[config.mk]
export PLATFORM = sky130hd
export DESIGN_NAME = mpeg_ts_video_packetizer
export DESIGN_NICKNAME = d
export VERILOG_FILES = /design/src/rtl/tsvp_pkg.sv /design/src/rtl/tsvp_queue.sv /design/src/rtl/tsvp_front.sv /design/src/rtl/tsvp_back.sv /design/src/rtl/mpeg_ts_video_packetizer.sv
export SDC_FILE = /design/constraint.sdc
export NUM_CORES = 2
export LEC_CHECK = 0
export BUFFER_PORTS_ARGS = -buffer_cell sky130_fd_sc_hd__buf_2
export CAP_MARGIN = 25
export CORE_MARGIN = 2
export CORE_UTILIZATION = 50
export CTS_CLUSTER_DIAMETER = 150
export DETAILED_ROUTE_END_ITERATION = 16
export MAX_ROUTING_LAYER = met4
export PLACE_DENSITY = 0.65
export SKIP_LAST_GASP = 1
export SLEW_MARGIN = 15
export SYNTH_ARGS = -nofsm -noshare
export SYNTH_HDL_FRONTEND = slang
export SYNTH_SLANG_ARGS = --single-unit
[constraint.sdc]
create_clock -name clk -period 45.1 [get_ports clk]
set_input_delay 4.51 -clock clk [delete_from_list [all_inputs] [get_ports clk]]
set_output_delay 4.51 -clock clk [all_outputs]
set_load 0.03 [all_outputs]
[src/rtl/tsvp_pkg.sv]
// Shared types, constants and header byte function for the TS video packetizer.
`timescale 1ns / 1ps
`default_nettype none
package tsvp_pkg;

    localparam int STORE_DEPTH = 184;
    localparam int KEY_CAP     = 176;
    localparam int PKT_LAST    = 187;
    localparam int HDR_LEN     = 14;
    localparam int MEM_DEPTH   = 2 * STORE_DEPTH;
    localparam int MEM_AW      = $clog2(MEM_DEPTH);
    localparam int DIG_W       = 16;
    localparam int DIG_LAST    = 7;
    localparam int RECIP_SH    = 36;

    localparam logic [12:0] PID_RESET  = 13'd256;
    localparam logic [6:0]  STAMP_MUL  = 7'd90;
    localparam logic [9:0]  DIVISOR    = 10'd1000;
    // ceil(2^36 / 1000), exact for dividends below 2^26
    localparam logic [26:0] RECIP      = 27'd68719477;
    localparam logic [7:0]  SYNC_BYTE  = 8'h47;
    localparam logic [7:0]  FILL_BYTE  = 8'hFF;
    localparam logic [7:0]  AF_FLAGS   = 8'h50;
    localparam logic [7:0]  PCR_TAIL   = 8'h7E;
    localparam logic [7:0]  AF_BASE    = 8'd7;
    localparam logic [3:0]  AFC_BOTH   = 4'h3;
    localparam logic [3:0]  AFC_PAYLD  = 4'h1;

    typedef struct packed {
        logic [7:0]  data_byte;
        logic        first_of_unit;
        logic        last_of_unit;
        logic [47:0] stamp_us;
        logic        keyframe;
    } item_t;

    typedef struct packed {
        logic [63:0] out_word;
        logic [3:0]  out_bytes;
        logic        end_of_packet;
    } result_t;

    // One finished packet waiting for emission
    typedef struct packed {
        logic        bank;
        logic [7:0]  count;
        logic        pusi;
        logic        key;
        logic [32:0] base;
    } desc_t;

    typedef struct packed {
        logic              en;
        logic [MEM_AW-1:0] addr;
        logic [7:0]        data;
    } wr_t;

    typedef struct packed {
        logic en;
        logic bank;
    } rel_t;

    // PES header byte at position idx, carrying PTS t
    function automatic logic [7:0] hdr_byte(input logic [3:0] idx, input logic [32:0] t);
        logic [7:0] b;
        case (idx)
            4'd2:    b = 8'h01;
            4'd3:    b = 8'hE0;
            4'd6:    b = 8'h84;
            4'd7:    b = 8'h80;
            4'd8:    b = 8'h05;
            4'd9:    b = {4'h2, t[32:30], 1'b1};
            4'd10:   b = t[29:22];
            4'd11:   b = {t[21:15], 1'b1};
            4'd12:   b = t[14:7];
            4'd13:   b = {t[6:0], 1'b1};
            default: b = 8'h00;
        endcase
        return b;
    endfunction

endpackage
`default_nettype wire

[src/rtl/tsvp_queue.sv]
// Two-entry descriptor queue between the fill side and the emit side.
`timescale 1ns / 1ps
`default_nettype none
module tsvp_queue (
    input  wire logic           clk,
    input  wire logic           rst_n,
    input  wire logic           push,
    input  tsvp_pkg::desc_t     push_desc,
    output logic                full,
    input  wire logic           pop,
    output logic                valid,
    output tsvp_pkg::desc_t     head
);
    import tsvp_pkg::*;

    desc_t      entry_reg [2];
    logic       wr_ptr_reg, wr_ptr_next;
    logic       rd_ptr_reg, rd_ptr_next;
    logic [1:0] count_reg, count_next;

    assign full  = (count_reg == 2'd2);
    assign valid = (count_reg != 2'd0);
    assign head  = entry_reg[rd_ptr_reg];

    always_comb
    begin
        wr_ptr_next = wr_ptr_reg;
        rd_ptr_next = rd_ptr_reg;
        count_next  = count_reg;
        if (push && !full)
        begin
            wr_ptr_next = ~wr_ptr_reg;
            count_next  = count_next + 2'd1;
        end
        if (pop && valid)
        begin
            rd_ptr_next = ~rd_ptr_reg;
            count_next  = count_next - 2'd1;
        end
    end

    always_ff @(posedge clk or negedge rst_n)
    begin
        if (!rst_n)
        begin
            wr_ptr_reg <= 1'b0;
            rd_ptr_reg <= 1'b0;
            count_reg  <= 2'd0;
        end
        else
        begin
            wr_ptr_reg <= wr_ptr_next;
            rd_ptr_reg <= rd_ptr_next;
            count_reg  <= count_next;
        end
    end

    always_ff @(posedge clk)
    begin
        if (push && !full)
        begin
            entry_reg[wr_ptr_reg] <= push_desc;
        end
    end

endmodule
`default_nettype wire

[src/rtl/tsvp_front.sv]
// Fill side: takes bytes, converts the timestamp, writes PES header and payload.
`timescale 1ns / 1ps
`default_nettype none
module tsvp_front (
    input  wire logic           clk,
    input  wire logic           rst_n,
    input  wire logic           item_valid,
    output logic                item_stall,
    input  tsvp_pkg::item_t     item,
    output tsvp_pkg::wr_t       wr,
    output logic                push,
    output tsvp_pkg::desc_t     push_desc,
    input  wire logic           q_full,
    input  tsvp_pkg::rel_t      rel
);
    import tsvp_pkg::*;

    localparam logic [2:0] F_RUN  = 3'd0;
    localparam logic [2:0] F_MUL  = 3'd1;
    localparam logic [2:0] F_DIV  = 3'd2;
    localparam logic [2:0] F_HDR  = 3'd3;
    localparam logic [2:0] F_PUSH = 3'd4;

    logic [2:0]        state_reg, state_next;
    logic              bank_reg, bank_next;
    logic [7:0]        fill_reg, fill_next;
    logic              first_reg, first_next;
    logic              key_reg, key_next;
    logic [32:0]       base_reg, base_next;
    logic [1:0]        busy_reg, busy_next;
    logic [7:0]        held_reg, held_next;
    logic              held_last_reg, held_last_next;
    logic [63:0]       num_reg, num_next;
    logic [47:0]       quo_reg, quo_next;
    logic [9:0]        rem_reg, rem_next;
    logic [DIG_W-1:0]  dig_reg, dig_next;
    logic [2:0]        cnt_reg, cnt_next;

    logic        accept;
    logic [25:0] div_v;
    logic [52:0] div_p;
    logic [25:0] div_m;
    logic [25:0] div_r;
    logic [7:0]  cap;
    logic [7:0]  fill_inc;

    assign item_stall = !((state_reg == F_RUN) && !busy_reg[bank_reg]);
    assign accept     = item_valid && !item_stall;
    // one 16-bit digit of the divide by 1000: quotient by reciprocal, then remainder
    assign div_v      = {rem_reg, num_reg[63:48]};
    assign div_p      = 53'(div_v) * 53'(RECIP);
    assign div_m      = 26'(dig_reg) * 26'(DIVISOR);
    assign div_r      = div_v - div_m;
    assign cap        = (first_reg && key_reg) ? 8'(KEY_CAP) : 8'(STORE_DEPTH);
    assign fill_inc   = fill_reg + 8'd1;

    assign push              = (state_reg == F_PUSH) && !q_full;
    assign push_desc.bank    = bank_reg;
    assign push_desc.count   = fill_reg;
    assign push_desc.pusi    = first_reg;
    assign push_desc.key     = first_reg && key_reg;
    assign push_desc.base    = base_reg;

    always_comb
    begin
        state_next     = state_reg;
        bank_next      = bank_reg;
        fill_next      = fill_reg;
        first_next     = first_reg;
        key_next       = key_reg;
        base_next      = base_reg;
        busy_next      = busy_reg;
        held_next      = held_reg;
        held_last_next = held_last_reg;
        num_next       = num_reg;
        quo_next       = quo_reg;
        rem_next       = rem_reg;
        dig_next       = dig_reg;
        cnt_next       = cnt_reg;
        wr.en          = 1'b0;
        wr.addr        = MEM_AW'(fill_reg) + (bank_reg ? MEM_AW'(STORE_DEPTH) : '0);
        wr.data        = item.data_byte;

        if (rel.en)
        begin
            busy_next[rel.bank] = 1'b0;
        end

        case (state_reg)
            F_RUN:
            begin
                if (accept)
                begin
                    if (item.first_of_unit)
                    begin
                        held_next      = item.data_byte;
                        held_last_next = item.last_of_unit;
                        key_next       = item.keyframe;
                        first_next     = 1'b1;
                        num_next       = 64'(item.stamp_us) * 64'(STAMP_MUL);
                        state_next     = F_MUL;
                    end
                    else
                    begin
                        wr.en     = 1'b1;
                        fill_next = fill_inc;
                        if (fill_inc >= cap || item.last_of_unit)
                        begin
                            state_next = F_PUSH;
                        end
                    end
                end
            end
            F_MUL:
            begin
                rem_next   = '0;
                cnt_next   = '0;
                state_next = F_DIV;
            end
            F_DIV:
            begin
                // four digits from the top, each a quotient step then a remainder step
                cnt_next = cnt_reg + 3'd1;
                if (!cnt_reg[0])
                begin
                    dig_next = div_p[RECIP_SH +: DIG_W];
                end
                else
                begin
                    rem_next = div_r[9:0];
                    quo_next = {quo_reg[31:0], dig_reg};
                    num_next = {num_reg[47:0], 16'h0000};
                    if (cnt_reg == 3'(DIG_LAST))
                    begin
                        base_next  = quo_next[32:0];
                        fill_next  = '0;
                        state_next = F_HDR;
                    end
                end
            end
            F_HDR:
            begin
                wr.en     = 1'b1;
                fill_next = fill_inc;
                if (fill_reg == 8'(HDR_LEN))
                begin
                    wr.data    = held_reg;
                    state_next = held_last_reg ? F_PUSH : F_RUN;
                end
                else
                begin
                    wr.data = hdr_byte(fill_reg[3:0], base_reg);
                end
            end
            F_PUSH:
            begin
                if (!q_full)
                begin
                    busy_next[bank_reg] = 1'b1;
                    bank_next           = ~bank_reg;
                    fill_next           = '0;
                    first_next          = 1'b0;
                    state_next          = F_RUN;
                end
            end
            default:
            begin
                state_next = F_RUN;
            end
        endcase
    end

    always_ff @(posedge clk or negedge rst_n)
    begin
        if (!rst_n)
        begin
            state_reg <= F_RUN;
            bank_reg  <= 1'b0;
            fill_reg  <= '0;
            first_reg <= 1'b0;
            key_reg   <= 1'b0;
            base_reg  <= '0;
            busy_reg  <= '0;
            cnt_reg   <= '0;
        end
        else
        begin
            state_reg <= state_next;
            bank_reg  <= bank_next;
            fill_reg  <= fill_next;
            first_reg <= first_next;
            key_reg   <= key_next;
            base_reg  <= base_next;
            busy_reg  <= busy_next;
            cnt_reg   <= cnt_next;
        end
    end

    always_ff @(posedge clk)
    begin
        held_reg      <= held_next;
        held_last_reg <= held_last_next;
        num_reg       <= num_next;
        quo_reg       <= quo_next;
        rem_reg       <= rem_next;
        dig_reg       <= dig_next;
    end

    a_no_write_busy: assert property (@(posedge clk) disable iff (!rst_n)
        wr.en |-> !busy_reg[bank_reg])
        else $error("write into a bank still being emitted");

    a_push_bank_free: assert property (@(posedge clk) disable iff (!rst_n)
        push |=> busy_reg[$past(bank_reg)] && (bank_reg != $past(bank_reg)))
        else $error("pushed bank not marked busy or bank not swapped");

    a_push_count: assert property (@(posedge clk) disable iff (!rst_n)
        push |-> (fill_reg != 8'd0) && (fill_reg <= 8'(STORE_DEPTH)))
        else $error("packet length out of range");

endmodule
`default_nettype wire

[src/rtl/tsvp_back.sv]
// Emit side: holds the packet stores and builds 188-byte packets as 8-byte words.
`timescale 1ns / 1ps
`default_nettype none
module tsvp_back (
    input  wire logic           clk,
    input  wire logic           rst_n,
    input  tsvp_pkg::wr_t       wr,
    input  wire logic           q_valid,
    input  tsvp_pkg::desc_t     q_head,
    output logic                pop,
    output tsvp_pkg::rel_t      rel,
    input  wire logic [12:0]    video_pid,
    output logic                result_valid,
    input  wire logic           result_stall,
    output tsvp_pkg::result_t   result
);
    import tsvp_pkg::*;

    logic [7:0] mem [MEM_DEPTH];

    // stage A: packet byte position
    logic        a_v_reg;
    logic [7:0]  p_reg;
    desc_t       d_reg;
    logic [7:0]  start_reg;
    logic [7:0]  len_reg;
    logic [7:0]  b3_reg;
    logic [3:0]  cc_reg;

    // stage B: byte on its way into the word
    logic        b_v_reg;
    logic        b_mem_reg;
    logic [7:0]  b_const_reg;
    logic [2:0]  b_k_reg;
    logic        b_wend_reg;
    logic        b_last_reg;
    logic [7:0]  rd_reg;

    logic [63:0] asm_reg;
    logic        asm_full_reg;
    logic        asm_eop_reg;
    result_t     out_reg;
    logic        out_v_reg;

    logic              out_free;
    logic              adv;
    logic              a_mem;
    logic [7:0]        a_const;
    logic [7:0]        off;
    logic [MEM_AW-1:0] rd_addr;
    logic [7:0]        pad;
    logic [7:0]        stuff;
    logic [63:0]       asm_ins;
    logic [7:0]        b_byte;
    logic [32:0]       t;

    assign out_free     = !out_v_reg || !result_stall;
    assign adv          = !asm_full_reg || out_free;
    assign pop          = !a_v_reg && q_valid;
    assign rel.en       = a_v_reg && adv && (p_reg == 8'(PKT_LAST));
    assign rel.bank     = d_reg.bank;
    assign result_valid = out_v_reg;
    assign result       = out_reg;

    assign pad   = 8'(KEY_CAP) - q_head.count;
    assign stuff = 8'(STORE_DEPTH) - q_head.count;
    assign t     = d_reg.base;
    assign off   = p_reg - start_reg;
    assign rd_addr = MEM_AW'(off) + (d_reg.bank ? MEM_AW'(STORE_DEPTH) : '0);
    assign a_mem = (p_reg >= start_reg);

    always_comb
    begin
        case (p_reg)
            8'd0:    a_const = SYNC_BYTE;
            8'd1:    a_const = {1'b0, d_reg.pusi, 1'b0, video_pid[12:8]};
            8'd2:    a_const = video_pid[7:0];
            8'd3:    a_const = b3_reg;
            8'd4:    a_const = len_reg;
            8'd5:    a_const = d_reg.key ? AF_FLAGS : 8'h00;
            8'd6:    a_const = d_reg.key ? t[32:25] : FILL_BYTE;
            8'd7:    a_const = d_reg.key ? t[24:17] : FILL_BYTE;
            8'd8:    a_const = d_reg.key ? t[16:9] : FILL_BYTE;
            8'd9:    a_const = d_reg.key ? t[8:1] : FILL_BYTE;
            8'd10:   a_const = d_reg.key ? {t[0], PCR_TAIL[6:0]} : FILL_BYTE;
            8'd11:   a_const = d_reg.key ? 8'h00 : FILL_BYTE;
            default: a_const = FILL_BYTE;
        endcase
    end

    // Stage A: take a descriptor and walk the 188 byte positions
    always_ff @(posedge clk or negedge rst_n)
    begin
        if (!rst_n)
        begin
            a_v_reg <= 1'b0;
            p_reg   <= '0;
            cc_reg  <= '0;
        end
        else if (pop)
        begin
            a_v_reg <= 1'b1;
            p_reg   <= '0;
            cc_reg  <= cc_reg + 4'd1;
        end
        else if (a_v_reg && adv)
        begin
            if (p_reg == 8'(PKT_LAST))
            begin
                a_v_reg <= 1'b0;
            end
            else
            begin
                p_reg <= p_reg + 8'd1;
            end
        end
    end

    always_ff @(posedge clk)
    begin
        if (pop)
        begin
            d_reg <= q_head;
            if (q_head.key)
            begin
                start_reg <= 8'd12 + pad;
                len_reg   <= AF_BASE + pad;
                b3_reg    <= {AFC_BOTH, cc_reg};
            end
            else if (q_head.count < 8'(STORE_DEPTH))
            begin
                start_reg <= 8'd4 + stuff;
                len_reg   <= stuff - 8'd1;
                b3_reg    <= {AFC_BOTH, cc_reg};
            end
            else
            begin
                start_reg <= 8'd4;
                len_reg   <= FILL_BYTE;
                b3_reg    <= {AFC_PAYLD, cc_reg};
            end
        end
    end

    // Packet stores: two banks, one write and one registered read per cycle
    always_ff @(posedge clk)
    begin
        if (wr.en)
        begin
            mem[wr.addr] <= wr.data;
        end
        if (adv && a_v_reg && a_mem)
        begin
            rd_reg <= mem[rd_addr];
        end
    end

    always_ff @(posedge clk or negedge rst_n)
    begin
        if (!rst_n)
        begin
            b_v_reg <= 1'b0;
        end
        else if (adv)
        begin
            b_v_reg <= a_v_reg;
        end
    end

    always_ff @(posedge clk)
    begin
        if (adv)
        begin
            b_mem_reg   <= a_mem;
            b_const_reg <= a_const;
            b_k_reg     <= p_reg[2:0];
            b_wend_reg  <= (p_reg[2:0] == 3'd7) || (p_reg == 8'(PKT_LAST));
            b_last_reg  <= (p_reg == 8'(PKT_LAST));
        end
    end

    // Word assembly, left aligned; a new word starts cleared
    assign b_byte = b_mem_reg ? rd_reg : b_const_reg;

    always_comb
    begin
        asm_ins = (b_k_reg == 3'd0) ? 64'd0 : asm_reg;
        asm_ins[{~b_k_reg, 3'b000} +: 8] = b_byte;
    end

    always_ff @(posedge clk or negedge rst_n)
    begin
        if (!rst_n)
        begin
            asm_full_reg <= 1'b0;
            out_v_reg    <= 1'b0;
        end
        else
        begin
            if (asm_full_reg && out_free)
            begin
                out_v_reg <= 1'b1;
            end
            else if (out_free)
            begin
                out_v_reg <= 1'b0;
            end
            if (adv && b_v_reg && b_wend_reg)
            begin
                asm_full_reg <= 1'b1;
            end
            else if (asm_full_reg && out_free)
            begin
                asm_full_reg <= 1'b0;
            end
        end
    end

    always_ff @(posedge clk)
    begin
        if (asm_full_reg && out_free)
        begin
            out_reg.out_word      <= asm_reg;
            out_reg.out_bytes     <= asm_eop_reg ? 4'd4 : 4'd8;
            out_reg.end_of_packet <= asm_eop_reg;
        end
        if (adv && b_v_reg)
        begin
            asm_reg     <= asm_ins;
            asm_eop_reg <= b_last_reg;
        end
    end

    a_pop_idle: assert property (@(posedge clk) disable iff (!rst_n)
        pop |=> a_v_reg && (p_reg == 8'd0))
        else $error("descriptor taken while a packet is in progress");

    a_cc_step: assert property (@(posedge clk) disable iff (!rst_n)
        pop |=> cc_reg == 4'($past(cc_reg) + 4'd1))
        else $error("continuity counter did not advance per packet");

    a_hold_full: assert property (@(posedge clk) disable iff (!rst_n)
        asm_full_reg && !out_free |=> asm_full_reg && $stable(asm_reg))
        else $error("assembled word lost while output stalled");

endmodule
`default_nettype wire

[src/rtl/mpeg_ts_video_packetizer.sv]
// Top level of the MPEG-2 TS video packetizer.
`timescale 1ns / 1ps
`default_nettype none
// Takes access unit bytes one per transfer and emits 188-byte transport packets
// as 24 eight-byte words (four bytes on the last word, end_of_packet set).
// A plain payload byte goes straight into the packet store. The first byte of a
// unit holds the input through F_MUL, F_DIV, the divide by 1000 of the times-90
// product that yields the 90 kHz PTS (four 16-bit digits, each a reciprocal
// multiply and a remainder step), and F_HDR, which writes the PES header and then
// the byte; F_PUSH hands a completed packet over. Two 184-byte packet stores
// alternate, so filling one overlaps emission of the other; emission walks one
// packet byte position per cycle unless output stalls, and input stalls when
// both stores hold packets. video_pid resets to 256; the user must write it
// through pid_we/pid_data only while idle, which the block does not enforce.
module mpeg_ts_video_packetizer (
    input  wire logic           clk,
    input  wire logic           rst_n,
    input  wire logic           pid_we,
    input  wire logic [12:0]    pid_data,
    input  wire logic           item_valid,
    output logic                item_stall,
    input  tsvp_pkg::item_t     item,
    output logic                result_valid,
    input  wire logic           result_stall,
    output tsvp_pkg::result_t   result
);
    import tsvp_pkg::*;

    logic [12:0] video_pid_reg;
    wr_t         wr;
    rel_t        rel;
    desc_t       push_desc;
    desc_t       q_head;
    logic        push;
    logic        q_full;
    logic        q_valid;
    logic        pop;

    always_ff @(posedge clk or negedge rst_n)
    begin
        if (!rst_n)
        begin
            video_pid_reg <= PID_RESET;
        end
        else if (pid_we)
        begin
            video_pid_reg <= pid_data;
        end
    end

    tsvp_front u_front (
        .clk        (clk),
        .rst_n      (rst_n),
        .item_valid (item_valid),
        .item_stall (item_stall),
        .item       (item),
        .wr         (wr),
        .push       (push),
        .push_desc  (push_desc),
        .q_full     (q_full),
        .rel        (rel)
    );

    tsvp_queue u_queue (
        .clk       (clk),
        .rst_n     (rst_n),
        .push      (push),
        .push_desc (push_desc),
        .full      (q_full),
        .pop       (pop),
        .valid     (q_valid),
        .head      (q_head)
    );

    tsvp_back u_back (
        .clk          (clk),
        .rst_n        (rst_n),
        .wr           (wr),
        .q_valid      (q_valid),
        .q_head       (q_head),
        .pop          (pop),
        .rel          (rel),
        .video_pid    (video_pid_reg),
        .result_valid (result_valid),
        .result_stall (result_stall),
        .result       (result)
    );

endmodule
`default_nettype wire
==> results.sh <==
export IMPL_ys_async_sr_fraction_pct=2.47
export IMPL_p_total_mw=8.82
export IMPL_die_area_um2=303000
export IMPL_crit_type="in -> reg"
export IMPL_netlist_area_leader_share_pct=67.5
export IMPL_die_h_um=550
export IMPL_cellPowerDensity_nw_per_um2=53.0
export IMPL_synth_top_flop_cell="edfxtp_1"
export IMPL_critPathBufInv=1
export IMPL_largest_reg_flops=2944
export IMPL_hold_viol=0
export IMPL_ios=148
export IMPL_rsz0062_at_grt="false"
export IMPL_cp_end_kind="flip-flop"
export IMPL_start_kind="primary input"
export IMPL_ant_nets=0
export IMPL_ys_warn_count=0
export IMPL_irDropWorstVdd_mv=0.0962
export IMPL_cp_slowest_cell="o31ai_1"
export IMPL_holdBufCountCts=0
export IMPL_synth_edff_count=3357
export IMPL_dp_cells=11535
export IMPL_setup_viol=0
export IMPL_antenna_found_initial=15
export IMPL_gp_congestion=0.855
export IMPL_core_um2=297000
export IMPL_synth_area_um2=149000
export IMPL_gr_usage_all_layers_pct=24.1
export IMPL_vias=73112
export IMPL_dp_hpwl_um=214000
export IMPL_critPathTopFamily="compound AO/OA/AOI/OAI gates"
export IMPL_drt_iter0_drc=7714
export IMPL_cts_sinks=3442
export IMPL_setup_tns_ns=0
export IMPL_start_util_pct=50.2
export IMPL_cts_repair_resized=0
export IMPL_status="finished, final reports clean"
export IMPL_routed_wl_um=351000
export IMPL_clock_latency_ns=0.97
export IMPL_nets=8788
export IMPL_arrival_ns=9.13
export IMPL_maxCapViolations=0
export IMPL_grt_pass1_wl_um=518000
export IMPL_cts_post_setup_buffers_inserted=0
export IMPL_drt_wirelength_per_cell_um=28.8
export IMPL_cts_max_path_buffers=4
export IMPL_cts_root_buffer="clkbuf_16"
export IMPL_synth_area_leaders="edfxtp_1, mux4_2, fa_1, ha_1, nor2_1"
export IMPL_fin_cells=12196
export IMPL_drive_gt1_share_pct=22.5
export IMPL_fillCellCount=22154
export IMPL_crit_chain="buf_2 > ha_1 > fa_1 > fa_1 > ha_1 > a211oi_1 > nor2_1 > o31ai_1 > a31oi_1 > o21ai_0 > a21oi_1 > o31ai_1 > o21bai_1 > xnor2_1 > o21ai_0"
export IMPL_grt_max_degree=212
export IMPL_max_freq_mhz=118
export IMPL_drc=0
export IMPL_cts_tree="yes"
export IMPL_row_count=200
export IMPL_final_min_clock_period_ns=8.49
export IMPL_ys_seq_elements=3442
export IMPL_ys_seq_area_share_pct=69.0
export IMPL_clkTransAtPathRegs_ns=0.06
export IMPL_hold_class="reg -> reg"
export IMPL_relSlewSlack_pct=16.0
export IMPL_gr_total_overflow=0
export IMPL_cts_htree_levels=5
export IMPL_syn_to_final_growth_pct=11.5
export IMPL_required_ns=45.74
export IMPL_crit_fanout=5
export IMPL_numCtsBuffers=355
export IMPL_slew_viol_final=0
export IMPL_dr_pass1_iters=6
export IMPL_p_leak_nw=50.4
export IMPL_synthDistinctLibCells=72
export IMPL_syn_area_per_cell_um2=19.4
export IMPL_yosysTopAreaCell="edfxtp_1"
export IMPL_tightest_slew_ns=1.26
export IMPL_fin_crit_sh_pct=18.8
export IMPL_die_w_um=550
export IMPL_slowest_delay_ns=0.60
export IMPL_portBuffers=145
export IMPL_grt_pass1_vias=75224
export IMPL_skew_ns=0.0654
export IMPL_vias_per_cell=5.99
export IMPL_synth_cells=7688
==> metrics by stage <==
stage	instance area [um^2]	hold WS, ns	setup WS (ns)	utilization [%]
6_report	166000	0.385	36.61	56.0
5_1_grt	166000	0.395	36.19	56.0
4_1_cts	166000	0.371	36.71	55.9
3_5_place_dp	155000	0.405	35.72	52.1
3_3_place_gp	155000	0.402	35.73	52.1
2_1_floorplan	149000	0.400	25.83	-
==> path summary, 6_finish.rpt <==
| path | start | end | slack (ns) | depth (start not counted) |
|---|---|---|---|---|
| min in group asynchronous | rst_n | u_front.base_reg[11] | 3.55 | 1 |
| max reg2reg | u_front.num_reg[61] | u_front.dig_reg[14] | 37.41 | 23 |
| min reg2reg | u_back.asm_reg[44] | u_back.result[49] | 0.38 | 0 |
| min | u_back.asm_reg[44] | u_back.result[49] | 0.38 | 0 |
| max in group asynchronous | rst_n | u_front.busy_reg[1] | 40.42 | 2 |
| max | item[13] | u_front.num_reg[50] | 36.61 | 15 |
==> power by group <==
| part | internal, mW | total, mW | switching, mW | leakage (nW) |
|---|---|---|---|---|
| clock | 1.67 | 2.89 | 1.22 | 5.57 |
| sequential | 3.57 | 3.60 | 0.0295 | 26.9 |
| combinational | 0.885 | 2.33 | 1.45 | 17.9 |
==> synthesized netlist by cell type, drive strengths merged (26+ instances only) <==
cell,n
nand4,26
inv,498
a21oi,146
ha,435
clkbuf,214
mux2,83
a21o,44
nor3,29
mux2i,43
fa,309
nand2b,30
nand3,44
mux4,960
buf,127
nand2,166
edfxtp,3357
xnor2,76
a211oi,28
xor2,49
dfrtp,84
nor2,574
o21ai,99
==> worst reg2reg max path, cell delays in order (launching register included) <==
cell	delay (ns)
edfxtp_1	0.69
ha_1	0.48
inv_1	0.10
fa_1	0.51
inv_1	0.05
fa_1	0.50
inv_1	0.06
fa_1	0.53
inv_1	0.05
fa_1	0.48
fa_1	0.58
inv_1	0.07
fa_1	0.48
inv_1	0.04
ha_1	0.29
nand3_1	0.09
or4_1	0.55
or4_1	0.48
nand3_1	0.31
a21o_1	0.26
a21oi_2	0.12
o31ai_2	0.40
a21oi_1	0.16
xnor2_1	0.15
==> per-layer routing <==
metal	GRT usage, %	routed length [um]	vias up
li1	-	-	31039
met1	33.1	145000	38924
met2	38.1	173000	2664
met3	3.95	24900	485
met4	5.89	8490	0
met5	-	0	-
==> cell usage in the layout (no fill, tap or decap), drive strengths merged, types with 8 or more instances in the layout <==
cell,n
inv,513
o21bai,15
xnor2,76
xor2,49
clkinv,140
mux2,83
a31oi,12
buf,261
nor2,574
clkbuf,443
nor3,29
diode,10
ha,435
a21o,44
mux4,960
a211oi,28
and2,23
nand4,26
nor4,9
bufinv,33
a22oi,22
edfxtp,3357
nand2b,30
nor2b,19
nand2,166
and3,24
dfrtp,84
fa,309
o22ai,12
o31ai,16
a221oi,19
o21ai,99
clkinvlp,8
nand3,44
a21oi,146
mux2i,43
==> cell families after synthesis <==
kind of cell    synth area share (%)
flops                           69.0
mux                             15.4
simple gates                    2.82
buf+inv                         2.27
fa+ha+maj                       7.79
compound gates                  2.01
xor+xnor                       0.734
other cells                  0.00251
==> area by class of cell <==
| type | count | area (um^2) | share of cell area (%) |
|---|---|---|---|
| Clock inverter | 195 | 2090 | 1.25 |
| Multi-Input combinational cell | 3407 | 43300 | 26.0 |
| Clock buffer | 442 | 9330 | 5.61 |
| Sequential cell | 3442 | 103000 | 61.8 |
| Tap cell | 3939 | 4930 | 2.96 |
| Timing Repair Buffer | 262 | 1960 | 1.18 |
| Antenna cell | 10 | 25.0 | 0.0150 |
| Inverter | 499 | 1870 | 1.13 |
No activity file was read; power rests on OpenSTA's default activity.
